`src/hw/rtl/missing_packet_retry_scheduler_top_assert.svh`:
```
// Assertion macros shared by the retry scheduler RTL.
// Needs a clock named clk and an active-low reset named arst_n in the using scope.
`ifndef MISSING_PACKET_RETRY_SCHEDULER_TOP_ASSERT_SVH
`define MISSING_PACKET_RETRY_SCHEDULER_TOP_ASSERT_SVH
`ifndef SYNTHESIS
`define MPRS_ASSERT(lbl, prop, msg) \
	lbl: assert property (@(posedge clk) disable iff (!arst_n) prop) else $error(msg);
`define MPRS_ASSERT_NEVER(lbl, expr, msg) \
	`MPRS_ASSERT(lbl, !(expr), msg)
`else
`define MPRS_ASSERT(lbl, prop, msg)
`define MPRS_ASSERT_NEVER(lbl, expr, msg)
`endif
`endif

```
`src/hw/rtl/mprs_pkg.sv`:
```
// Types and codes for the missing packet retry scheduler.
// No dependencies; used by mprs_ctrl, mprs_dp and the top level.
`timescale 1ns / 1ps
`default_nettype none
package mprs_pkg;

	typedef struct packed {
		logic [1:0]  op;
		logic [63:0] range_start;
		logic [63:0] range_end;
		logic [15:0] id_step;
		logic [63:0] packet_id;
		logic [63:0] now_ms;
	} item_t;

	typedef struct packed {
		logic [1:0]  kind;
		logic [63:0] retry_id;
		logic        batch_end;
		logic        last;
	} result_t;

	localparam logic [1:0] OP_ADD     = 2'd0;
	localparam logic [1:0] OP_NOTIFY  = 2'd1;
	localparam logic [1:0] OP_TICK    = 2'd2;
	localparam logic [1:0] OP_RESTART = 2'd3;

	localparam logic [1:0] KIND_RETRY    = 2'd0;
	localparam logic [1:0] KIND_ACCEPTED = 2'd1;
	localparam logic [1:0] KIND_REFUSED  = 2'd2;
	localparam logic [1:0] KIND_EMPTY    = 2'd3;

	localparam logic [3:0] A_NONE      = 4'd0;
	localparam logic [3:0] A_ADD_CHK   = 4'd1;
	localparam logic [3:0] A_ADD_FILL  = 4'd2;
	localparam logic [3:0] A_NOT_SCAN  = 4'd3;
	localparam logic [3:0] A_NOT_REM   = 4'd4;
	localparam logic [3:0] A_NOT_FREE  = 4'd5;
	localparam logic [3:0] A_TICK_DUE  = 4'd6;
	localparam logic [3:0] A_TICK_PICK = 4'd7;
	localparam logic [3:0] A_TICK_IDS  = 4'd8;
	localparam logic [3:0] A_TICK_END  = 4'd9;
	localparam logic [3:0] A_CLEAR     = 4'd10;

	typedef struct packed {
		logic [3:0] act;
		logic       first;
		logic       load;
	} cmd_t;

	typedef struct packed {
		logic add_go;
		logic fill_done;
		logic scan_done;
		logic bscan_done;
		logic hit;
		logic pick_found;
	} status_t;

endpackage
`default_nettype wire

```
`src/hw/rtl/mprs_ctrl.sv`:
```
// Controller: sequences add, notify, tick and restart through the datapath.
// Depends on mprs_pkg and the assertion macro header.
`timescale 1ns / 1ps
`default_nettype none
`include "missing_packet_retry_scheduler_top_assert.svh"
module mprs_ctrl import mprs_pkg::*; (
	input  wire logic       clk,
	input  wire logic       arst_n,
	input  wire logic       start,
	input  wire logic [1:0] op,
	input  wire status_t    stat,
	output logic            busy,
	output cmd_t            cmd
);
	localparam logic [3:0] S_IDLE      = 4'd0;
	localparam logic [3:0] S_ADD_MUL   = 4'd1;
	localparam logic [3:0] S_ADD_CHK   = 4'd2;
	localparam logic [3:0] S_ADD_FILL  = 4'd3;
	localparam logic [3:0] S_NOT_SCAN  = 4'd4;
	localparam logic [3:0] S_NOT_REM   = 4'd5;
	localparam logic [3:0] S_NOT_FREE  = 4'd6;
	localparam logic [3:0] S_TICK_DUE  = 4'd7;
	localparam logic [3:0] S_TICK_PICK = 4'd8;
	localparam logic [3:0] S_TICK_IDS  = 4'd9;
	localparam logic [3:0] S_TICK_END  = 4'd10;
	localparam logic [3:0] S_CLEAR     = 4'd11;

	logic [3:0] state_q, state_nxt;
	logic       first_q;
	logic [3:0] act;

	always_comb begin
		state_nxt = state_q;
		act = A_NONE;
		unique case (state_q)
			S_IDLE: begin
				if (start) begin
					unique case (op)
						OP_ADD:     state_nxt = S_ADD_MUL;
						OP_NOTIFY:  state_nxt = S_NOT_SCAN;
						OP_TICK:    state_nxt = S_TICK_DUE;
						OP_RESTART: state_nxt = S_CLEAR;
						default:    state_nxt = S_IDLE;
					endcase
				end
			end
			S_ADD_MUL: state_nxt = S_ADD_CHK;
			S_ADD_CHK: begin
				act = A_ADD_CHK;
				state_nxt = stat.add_go ? S_ADD_FILL : S_IDLE;
			end
			S_ADD_FILL: begin
				act = A_ADD_FILL;
				if (stat.fill_done) state_nxt = S_IDLE;
			end
			S_NOT_SCAN: begin
				act = A_NOT_SCAN;
				if (stat.scan_done) state_nxt = stat.hit ? S_NOT_REM : S_IDLE;
			end
			S_NOT_REM: begin
				act = A_NOT_REM;
				if (stat.scan_done) state_nxt = S_NOT_FREE;
			end
			S_NOT_FREE: begin
				act = A_NOT_FREE;
				state_nxt = S_IDLE;
			end
			S_TICK_DUE: begin
				act = A_TICK_DUE;
				if (stat.bscan_done) state_nxt = S_TICK_PICK;
			end
			S_TICK_PICK: begin
				act = A_TICK_PICK;
				if (stat.bscan_done) state_nxt = stat.pick_found ? S_TICK_IDS : S_TICK_END;
			end
			S_TICK_IDS: begin
				act = A_TICK_IDS;
				if (stat.scan_done) state_nxt = S_TICK_PICK;
			end
			S_TICK_END: begin
				act = A_TICK_END;
				state_nxt = S_IDLE;
			end
			S_CLEAR: begin
				act = A_CLEAR;
				state_nxt = S_IDLE;
			end
			default: state_nxt = S_IDLE;
		endcase
	end

	always_ff @(posedge clk or negedge arst_n) begin
		if (!arst_n) begin
			state_q <= S_IDLE;
			first_q <= 1'b0;
		end else begin
			state_q <= state_nxt;
			// mark the first cycle of every new phase
			first_q <= state_nxt != state_q;
		end
	end

	assign busy = state_q != S_IDLE;
	assign cmd.act = act;
	assign cmd.first = first_q;
	assign cmd.load = start && (state_q == S_IDLE);

	`MPRS_ASSERT(a_accept_busy, (start && !busy) |=> busy, "accepted transaction did not raise busy")
	`MPRS_ASSERT(a_clear_short, (state_q == S_CLEAR) |=> (state_q == S_IDLE), "restart took more than one cycle")
	`MPRS_ASSERT(a_pick_first, (state_q == S_TICK_IDS && $past(state_q) == S_TICK_PICK) |-> first_q, "phase start not marked")
endmodule
`default_nettype wire

```
`config.mk`:
```
export PLATFORM = sky130hd
export DESIGN_NAME = mprs_ctrl
export DESIGN_NICKNAME = d
export VERILOG_FILES = /design/src/hw/rtl/mprs_pkg.sv /design/src/hw/rtl/mprs_ctrl.sv
export VERILOG_INCLUDE_DIRS = /design/src /design/src/hw/rtl
export SDC_FILE = /design/constraint.sdc
export NUM_CORES = 1
export LEC_CHECK = 0
export ABC_CLOCK_PERIOD_IN_PS = 2300
export CAP_MARGIN = 20
export CELL_PAD_IN_SITES_DETAIL_PLACEMENT = 0
export CELL_PAD_IN_SITES_GLOBAL_PLACEMENT = 1
export CORE_AREA = 8 8 45 47
export CTS_CLUSTER_SIZE = 40
export DETAILED_ROUTE_END_ITERATION = 7
export DIE_AREA = 0 0 53 55
export DONT_BUFFER_PORTS = 1
export PLACE_DENSITY = 0.74
export SLEW_MARGIN = 40
export SYNTH_ARGS = -nofsm -noshare
export SYNTH_HDL_FRONTEND = slang
export SYNTH_SLANG_ARGS = --single-unit
```
`constraint.sdc`:
```
create_clock -name clk -period 2.3 [get_ports clk]
set_input_delay 0.115 -clock clk [delete_from_list [all_inputs] [get_ports clk]]
set_output_delay 0.115 -clock clk [all_outputs]
set_load 0.02 [all_outputs]
```
; Word-level counts from Yosys, hierarchy flattened
; Cells that the tools add are included.
[totals]
regBits = 5
latchBits = 0
ramBits = 0
mem_bits_ro = 0
in_bits = 11
output_inout_bits = 7
elab_cells = 34
mem_count = 0
[op_classes]
addsub = 0
n_mul = 0
div = 0
order_cmp = 0
n_eq_ne = 15
shift = 0
n_mux = 13
n_bitwise = 0
n_reduce_logical = 4
[ops]
columns = operator, n
row1 = $pmux W4 S10, 1
row2 = $pmux W4 S9, 1
row3 = $mux W4, 7
row4 = $eq A4 B3 Y1 const B, 4
row5 = $eq A4 B4 Y1 const B, 4
row6 = $pmux W4 S4, 1
row7 = $eq A4 B2 Y1 const B, 2
row8 = $eq A2 B2 Y1 const B, 2
row9 = $eq A4 B1 Y1 const B, 1
row10 = $logic_not A4 Y1, 1
row11 = $mux W2, 2
row12 = $ne A4 B4 Y1, 1
row13 = $reduce_bool A4 Y1, 1
row14 = $mux W3, 1
row15 = $eq A2 B1 Y1 const B, 1
row16 = $logic_not A2 Y1, 1
row17 = $logic_and A1 B1 Y1, 1

; Depth between registers and ports, before layout
; Gate-level depths: netlist of run 1.
[logic_depth]
depth_word = 5
depth_mapped = 7
ltp_nobuf = 6

; Worst setup path before layout of run 1
; Ideal clock, no wire load.
[synth_timing]
path_type = register -> register
startpoint = register state_q[1]
endpoint = register first_q
setup_ns = 0.138
t_arrival_ns = 1.626
t_required_ns = 2.162
setup_slack_ns = 0.535
stages_incl_launch_ff = 7
path_buffers = 1
period_less_slack_ns = 1.765
cell_sequence = dfrtp_1 > buf_6 > nor4b_1 > nand3_1 > o2111ai_2 > xor2_1 > or4_1
[synth_via]
elab_chain_cells = 3
elab_cells_between_ends = 18
cone_classes = eq/ne (9) / mux (8) / reduce/logical (1)
[synth_rtl]
columns = element, line_no
row1 = start: declaration, mprs_ctrl.sv:28  ; logic [3:0] state_q, state_nxt;
row2 = start signal: assignment, mprs_ctrl.sv:97  ; state_q <= state_nxt;
row3 = "$eq A4 B4 Y1, or another cell as far along", mprs_ctrl.sv:35  ; unique case (state_q)
row4 = $pmux W4 S9 (*), mprs_ctrl.sv:35
row5 = via state_nxt[0], mprs_ctrl.sv:28
row6 = $ne A4 B4 Y1 (*), mprs_ctrl.sv:99  ; first_q <= state_nxt != state_q;
row7 = end signal: assignment, mprs_ctrl.sv:99
row8 = end: declaration, mprs_ctrl.sv:29  ; logic first_q;
; Mark *: on every way through the listed nets, which the timed path passes. The rest lies on a longest branch.

; Worst setup path after layout of run 1
[layout_timing]
startpoint = register state_q[2]
endpoint = register first_q
; Same word-level chain as after synthesis.

==> qor.yml, run 1 <==
sta:
  finalSetupViolCount: 0
  fmax_mhz: 499
  final_max_slew_viol_count: 0
  min_period_over_period_pct: 87.1
  period_needed_ns: 2.00
  tightest_slew_ns: 0.565
  finalHoldViolCount: 0
  finalSetupTns_ns: 0
  relSlewSlack_pct: 61.8
  fin_worst_skew_ns: 0.00168
  rsz0062_at_grt: "no"
flow_run:
  maxCapViolCount: 0
placed_design:
  place_congestion: 0.812
  place_inst: 79
  portBuffers: 0
  placed_cell_area_um2: 528
  dp_hpwl_mm: 1.02
final_layout:
  multi_input_area_um2: 349
  fillerInstances: 143
  drive_above_1_share_pct: 13.2
  diodes: 0
  fin_cells: 84
  final_cell_area_um2: 564
  regArea_um2: 125
  area_growth_pct: 4.64
  nets: 82
cts:
  cts_buffers: 3
  cts_tree: "built"
  cts.path.max_buffers: 2
  cts.clk_slew.worst_paths_ns: 0.04
  clock-root-buffer: "clkbuf_4"
  cts_resized: 0
  ctsHtreeMaxLevel: 1
  clock_sinks: 5
  clock_latency_ns: 0.24
worst_setup_path:
  cp_max_fo: 15
  r2r_slack_ns: 0.30
  reg2reg_from: "state_q[2]$_DFF_PN0_"
  reg2reg_depth: 5
  end_kind: "flip-flop"
  required_ns: 2.41
  crit_path_start_kind: "flip-flop"
  r2r-end: "first_q$_DFF_PN0_"
  worst_ep_arrival_time_ns: 2.12
  path_class: "flip-flop to flip-flop"
pwr:
  leakagePower_nw: 0.251
  ir_drop_uv: 586
  power_density_mw_per_mm2: 1460
routing:
  route.detailed.drc: 0
  drt-total-wl_mm: 1.28
  drt-initial-drc-count: 9
  vias: 472
  first_pass_iters: 4
  viasPerCell: 5.62
  wl_per_cell_um: 15.2
  ant_nets: 0
floorplanning:
  std_cell_rows: 14
  die_y_um: 55
  core_mm2: 0.00138
  io_pins: 18
  dieWidth_um: 53
  die-area_mm2: 0.00292
  start_util_pct: 39.0
synthesis:
  synth.distinct_cells: 32
  ys_async_sr_fraction_pct: 100
  synth_top_area_cell: "dfrtp_1"
  synth_edf_count: 0
  synth_top_area_share_pct: 23.2
  yosys_register_bits: 5
  syn_inst: 66
  synth-main-ff-cell: "dfrtp_1"
  yosysWarnings: 0
  syn_area_per_cell_um2: 8.17
  syn_nets: 79
  netlist_area_um2: 539
  synth.area.top_cells: "dfrtp_1 (23%), buf_6 (6.3%), nand2b_1 (5.8%)"
  ys_seq_area_share_pct: 23.2
hold_path:
  worstHoldPathCells: 1
  hp-start: "stat[0]"
  hp-class: "primary input to flip-flop"
  whs_endpoint: "state_q[1]$_DFF_PN0_"
status:
  outcome: "finished clean"
global_routing:
  grtUsageTotal_pct: 9.64
  grt.overflow.total: 0
  grt_pass1_vias: 477
  antenna_found_initial: 0
  grt_pass1_wl_mm: 2.10
  grt_max_degree: 16
[routing by layer]
metal  up-vias  wire [µm]  part of all wire [%]  track usage, %
li1        239          -                     -               -
met1       219        557                    44            11.2
met2        14        585                    46            15.2
met3         0        134                    10            5.08
met4         0          0                     0            2.59
met5         -          0                     0               0
[timing repair]
action | CTS | global route
setup buffers | 0 | 0
endpoints found under the hold margin | 5 | 0
hold buffers | 1 | 0
[worst max-delay path, stage by stage, from the launching register on]
cell,delay (ns)
dfrtp_1,0.53
nor4b_1,0.56
nand3_1,0.16
o2111ai_2,0.13
xor2_1,0.08
or4_1,0.40
[through the flow]
step | setup WS [ns] | hold WS [ns] | utilization [%] | power (W)
5_1_grt | 0.149 | 0.0420 | 40.8 | 0.000905
4_1_cts | 0.300 | 0.0396 | 40.8 | 0.000830
3_5_place_dp | 0.312 | -0.180 | 38.2 | 0.000721
2_1_floorplan | 0.535 | -0.181 | - | 0.000667
3_3_place_gp | 0.311 | -0.180 | 38.2 | 0.000731
6_report | 0.296 | 0.0358 | 40.8 | 0.000824
[logic make-up after synthesis]
group | Yosys count | share of synthesized area, %
xor+xnor | 2 | 3.25
fa+ha+maj | 2 | 4.64
flops | 5 | 23.2
compound gates | 15 | 23.7
simple gates | 32 | 33.2
buf+inv | 10 | 12.1
[synthesized netlist by cell type (2+ instances only)]
master	n
nor4b_1	2
a21boi_0	2
nand3_1	4
dfrtp_1	5
inv_1	5
nand2_1	7
nand2b_1	5
buf_6	3
o21ai_0	2
a21oi_1	2
nor2_1	7
ha_1	2
[how the worst max path moves through the flow]
stage	end	from	depth (start not counted)
2_1_floorplan	first_q$_DFF_PN0_	state_q[1]$_DFF_PN0_	6
3_3_place_gp	first_q$_DFF_PN0_	state_q[2]$_DFF_PN0_	5
3_5_place_dp	first_q$_DFF_PN0_	state_q[2]$_DFF_PN0_	5
4_1_cts	first_q$_DFF_PN0_	state_q[2]$_DFF_PN0_	5
5_1_grt	first_q$_DFF_PN0_	state_q[3]$_DFF_PN0_	5
6_report	first_q$_DFF_PN0_	state_q[2]$_DFF_PN0_	5
[cells in the final DEF, fill, tap and decap left out, drive strengths merged]
master / instances
nand2: 8
nor2: 7
inv: 5
nand2b: 5
dfrtp: 5
nand3: 4
clkbuf: 4
nor4b: 2
o21ai: 2
a21boi: 2
a21oi: 2
ha: 2
buf: 2
a32oi: 2
o2111ai: 2
a21o: 1
and3b: 1
nand3b: 1
xnor2: 1
or3b: 1
o32a: 1
nor2b: 1
or2b: 1
o221ai: 1
o211ai: 1
a311o: 1
xor2: 1
or4: 1
dlygate4sd3: 1
[layout make-up]
cell class	instances	area share, %
clock buffer	4	4.66
inverter	5	3.33
multi-input combinational	51	61.9
sequential	5	22.2
tap	16	3.55
timing repair buffer	3	4.43
[state kept, by name, summed over array words and instances (netlist names)]
register / flops
first_q: 1
state_q: 4
[report_power, final]
part           internal [W]  switching (W)  total, W
clock             0.0000657      0.0000375  0.000103
sequential         0.000129       0.000112  0.000241
combinational      0.000201       0.000278  0.000479
total              0.000395       0.000428  0.000824
(Power assumes the default switching activity.)
==> inputs of run 2 (changes only) <==
--- a/config.mk
+++ b/config.mk
@@ -10,12 +10,12 @@
 export CAP_MARGIN = 20
 export CELL_PAD_IN_SITES_DETAIL_PLACEMENT = 0
 export CELL_PAD_IN_SITES_GLOBAL_PLACEMENT = 1
-export CORE_AREA = 8 8 45 47
+export CORE_MARGIN = 2
+export CORE_UTILIZATION = 35
 export CTS_CLUSTER_SIZE = 40
 export DETAILED_ROUTE_END_ITERATION = 7
-export DIE_AREA = 0 0 53 55
 export DONT_BUFFER_PORTS = 1
-export PLACE_DENSITY = 0.74
+export PLACE_DENSITY = 0.66
 export SLEW_MARGIN = 40
 export SYNTH_ARGS = -nofsm -noshare
 export SYNTH_HDL_FRONTEND = slang
==> run 2 against run 1 <==
Against the previous run: worst hold slack worse by 0.0044 ns; power increased by 0.37%; clock-buffer cell count is 1 lower; critical path type unchanged; largest power group unchanged.
==> qor.yml, run 2 (synthesis gave the netlist of run 1 again) <==
status:
  outcome: "finished clean"
worst_setup_path:
  cpPeakStageDelay_ns: 0.57  # about the same
  cpLargestDelayFamily: "simple AND/OR/NAND/NOR gates"
  cp_cell_sequence: "nor4b_1 -> nand3_1 -> o2111ai_2 -> xor2_1 -> or4_1"
  end_kind: "flip-flop"
  reg2reg_from: "state_q[2]$_DFF_PN0_"
  path_buf_inv: 0  # unchanged
  crit_start: "state_q[2]$_DFF_PN0_"
  path_class: "flip-flop to flip-flop"
  cp_max_fo: 15  # unchanged
  required_ns: 2.41  # about the same
  slowest_stage: "nor4b_1"
  crit_path_start_kind: "flip-flop"
  worst_ep_arrival_time_ns: 2.16  # +0.04 ns
sta:
  final_max_slew_viol_count: 0  # unchanged
  fmax_mhz: 488  # -2.3%
  whs_ns: 0.0315  # -0.00437 ns
  min_period_over_period_pct: 89.2  # +2.0 points
  finalSetupTns_ns: 0  # unchanged
  fin_worst_skew_ns: 0.00607  # +0.00439 ns
  relSlewSlack_pct: 61.2  # -0.61 points
  rsz0062_at_grt: "no"
  finalHoldViolCount: 0  # unchanged
  tightest_slew_ns: 0.574  # +0.00908 ns
  period_needed_ns: 2.05  # +0.0471 ns
  finalSetupViolCount: 0  # unchanged
routing:
  drt-total-wl_mm: 1.27  # -0.63%
  first_pass_iters: 4  # unchanged
  ant_nets: 0  # unchanged
  wl_per_cell_um: 15.1  # -0.63%
  route.detailed.drc: 0  # unchanged
  drt-initial-drc-count: 18  # +9
  vias: 476  # +0.85%
  viasPerCell: 5.67  # +0.85%
final_layout:
  largest_reg_flops: 4  # unchanged
  post-route-util_pct: 38.4  # -2.3 points
  fillerInstances: 164  # +15%
  reg_top3: "state_q (4), first_q (1)"
  diodes: 0  # unchanged
  drive_above_1_share_pct: 14.7  # +1.5 points
  fin_cells: 84  # unchanged
  largest_register: "state_q"
  final_cell_mix: "nor2_1 (7), nand2_1 (7), inv_1 (5), nand2b_1 (5), dfrtp_1 (5)"
  area_growth_pct: 4.87
  nets: 82  # unchanged
pwr:
  power_density_mw_per_mm2: 1460  # +0.14%
  p_total_w: 0.000827  # +0.37%
  leakagePower_nw: 0.254  # +1.1%
  ir_drop_uv: 517  # -12%
cts:
  clock_latency_ns: 0.25  # about the same
  clock_sinks: 5  # unchanged
  clock-root-buffer: "clkbuf_4"
  cts_tree: "built"
  cts_buffers: 3  # unchanged
  cts.clk_slew.worst_paths_ns: 0.05  # about the same
  cts_resized: 0  # unchanged
  cts.path.max_buffers: 2  # unchanged
  ctsHtreeMaxLevel: 1  # unchanged
global_routing:
  grt_pass1_vias: 439  # -8.0%
  grt.overflow.total: 0  # unchanged
  grt_pass1_wl_mm: 1.90  # -9.8%
  grtUsageTotal_pct: 14.6  # +5.0 points
  grt_max_degree: 16  # unchanged
  antenna_found_initial: 0  # unchanged
placed_design:
  place_congestion: 0.820  # +0.95%
  dp_hpwl_mm: 1.01  # -0.93%
  place_inst: 79  # unchanged
  portBuffers: 0  # unchanged
flow_run:
  maxCapViolCount: 0  # unchanged
floorplanning:
  die_y_um: 43.3  # -21%
  io_pins: 18  # unchanged
  dieWidth_um: 43.3  # -18%
  start_util_pct: 36.6  # -2.3 points
  std_cell_rows: 14  # unchanged
  core_mm2: 0.00147  # +6.3%
  die-area_mm2: 0.00187  # -36%
hold_path:
  hp-class: "primary input to flip-flop"
  hp-start: "stat[0]"
==> run 2: changes by cell type in the layout (fill, tap and decap cells not counted) <==
cell,change
clkbuf_1,-1
clkinv_2,+1
==> run 2: worst reg2reg max path, delay by kind of cell (launching register included) <==
family | cells | cell delay (ns)
compound gates | 1 | 0.13
flops | 1 | 0.55
xor+xnor | 1 | 0.08
simple gates | 3 | 1.15
==> run 2: area by class of cell <==
type | count | area [µm²] | share of cell area [%]
multi-input cells | 51 | 349 | 61.7
flip-flops and latches | 5 | 125 | 22.1
repair buffers | 3 | 25.0 | 4.42
clock buffers | 3 | 22.5 | 3.98
well taps | 16 | 20.0 | 3.54
inverters | 5 | 18.8 | 3.32
clock inverters | 1 | 5.00 | 0.885
==> run 2: what timing repair did <==
item	CTS	global route
hold buffers	1	0
setup buffers	0	0
endpoints found under the hold margin	5	0
==> run 2: path summary, 6_finish.rpt <==
check,end,slack (ns),depth (start not counted)
max,first_q$_DFF_PN0_,0.25,5
min in group asynchronous,state_q[1]$_DFF_PN0_,0.16,1
min reg2reg,state_q[2]$_DFF_PN0_,0.70,1
max in group asynchronous,first_q$_DFF_PN0_,1.94,1
min,state_q[1]$_DFF_PN0_,0.03,1
max reg2reg,first_q$_DFF_PN0_,0.25,5
==> run 2: routing by layer <==
layer | vias to the layer above | wire (µm) | GRT usage (%)
met5 | - | 0 | 0
met4 | 0 | 0 | 10.9
met3 | 0 | 92 | 5.53
met2 | 14 | 598 | 21.5
met1 | 223 | 578 | 16.9
li1 | 239 | - | -
==> run 2: metrics by stage <==
step | cell area, µm² | worst slack (ns)
after floorplan | 539 | 0.535
after global placement | 528 | 0.301
after detailed placement | 528 | 0.266
after CTS | 566 | 0.247
after global routing | 566 | 0.111
final | 566 | 0.249
==> run 2: report_power, final <==
group | leakage (nW) | switching [W] | internal [W] | total [W]
registers | 0.0625 | 0.000121 | 0.000128 | 0.000250
logic | 0.173 | 0.000272 | 0.000201 | 0.000474
clock network | 0.0177 | 0.0000404 | 0.0000631 | 0.000104
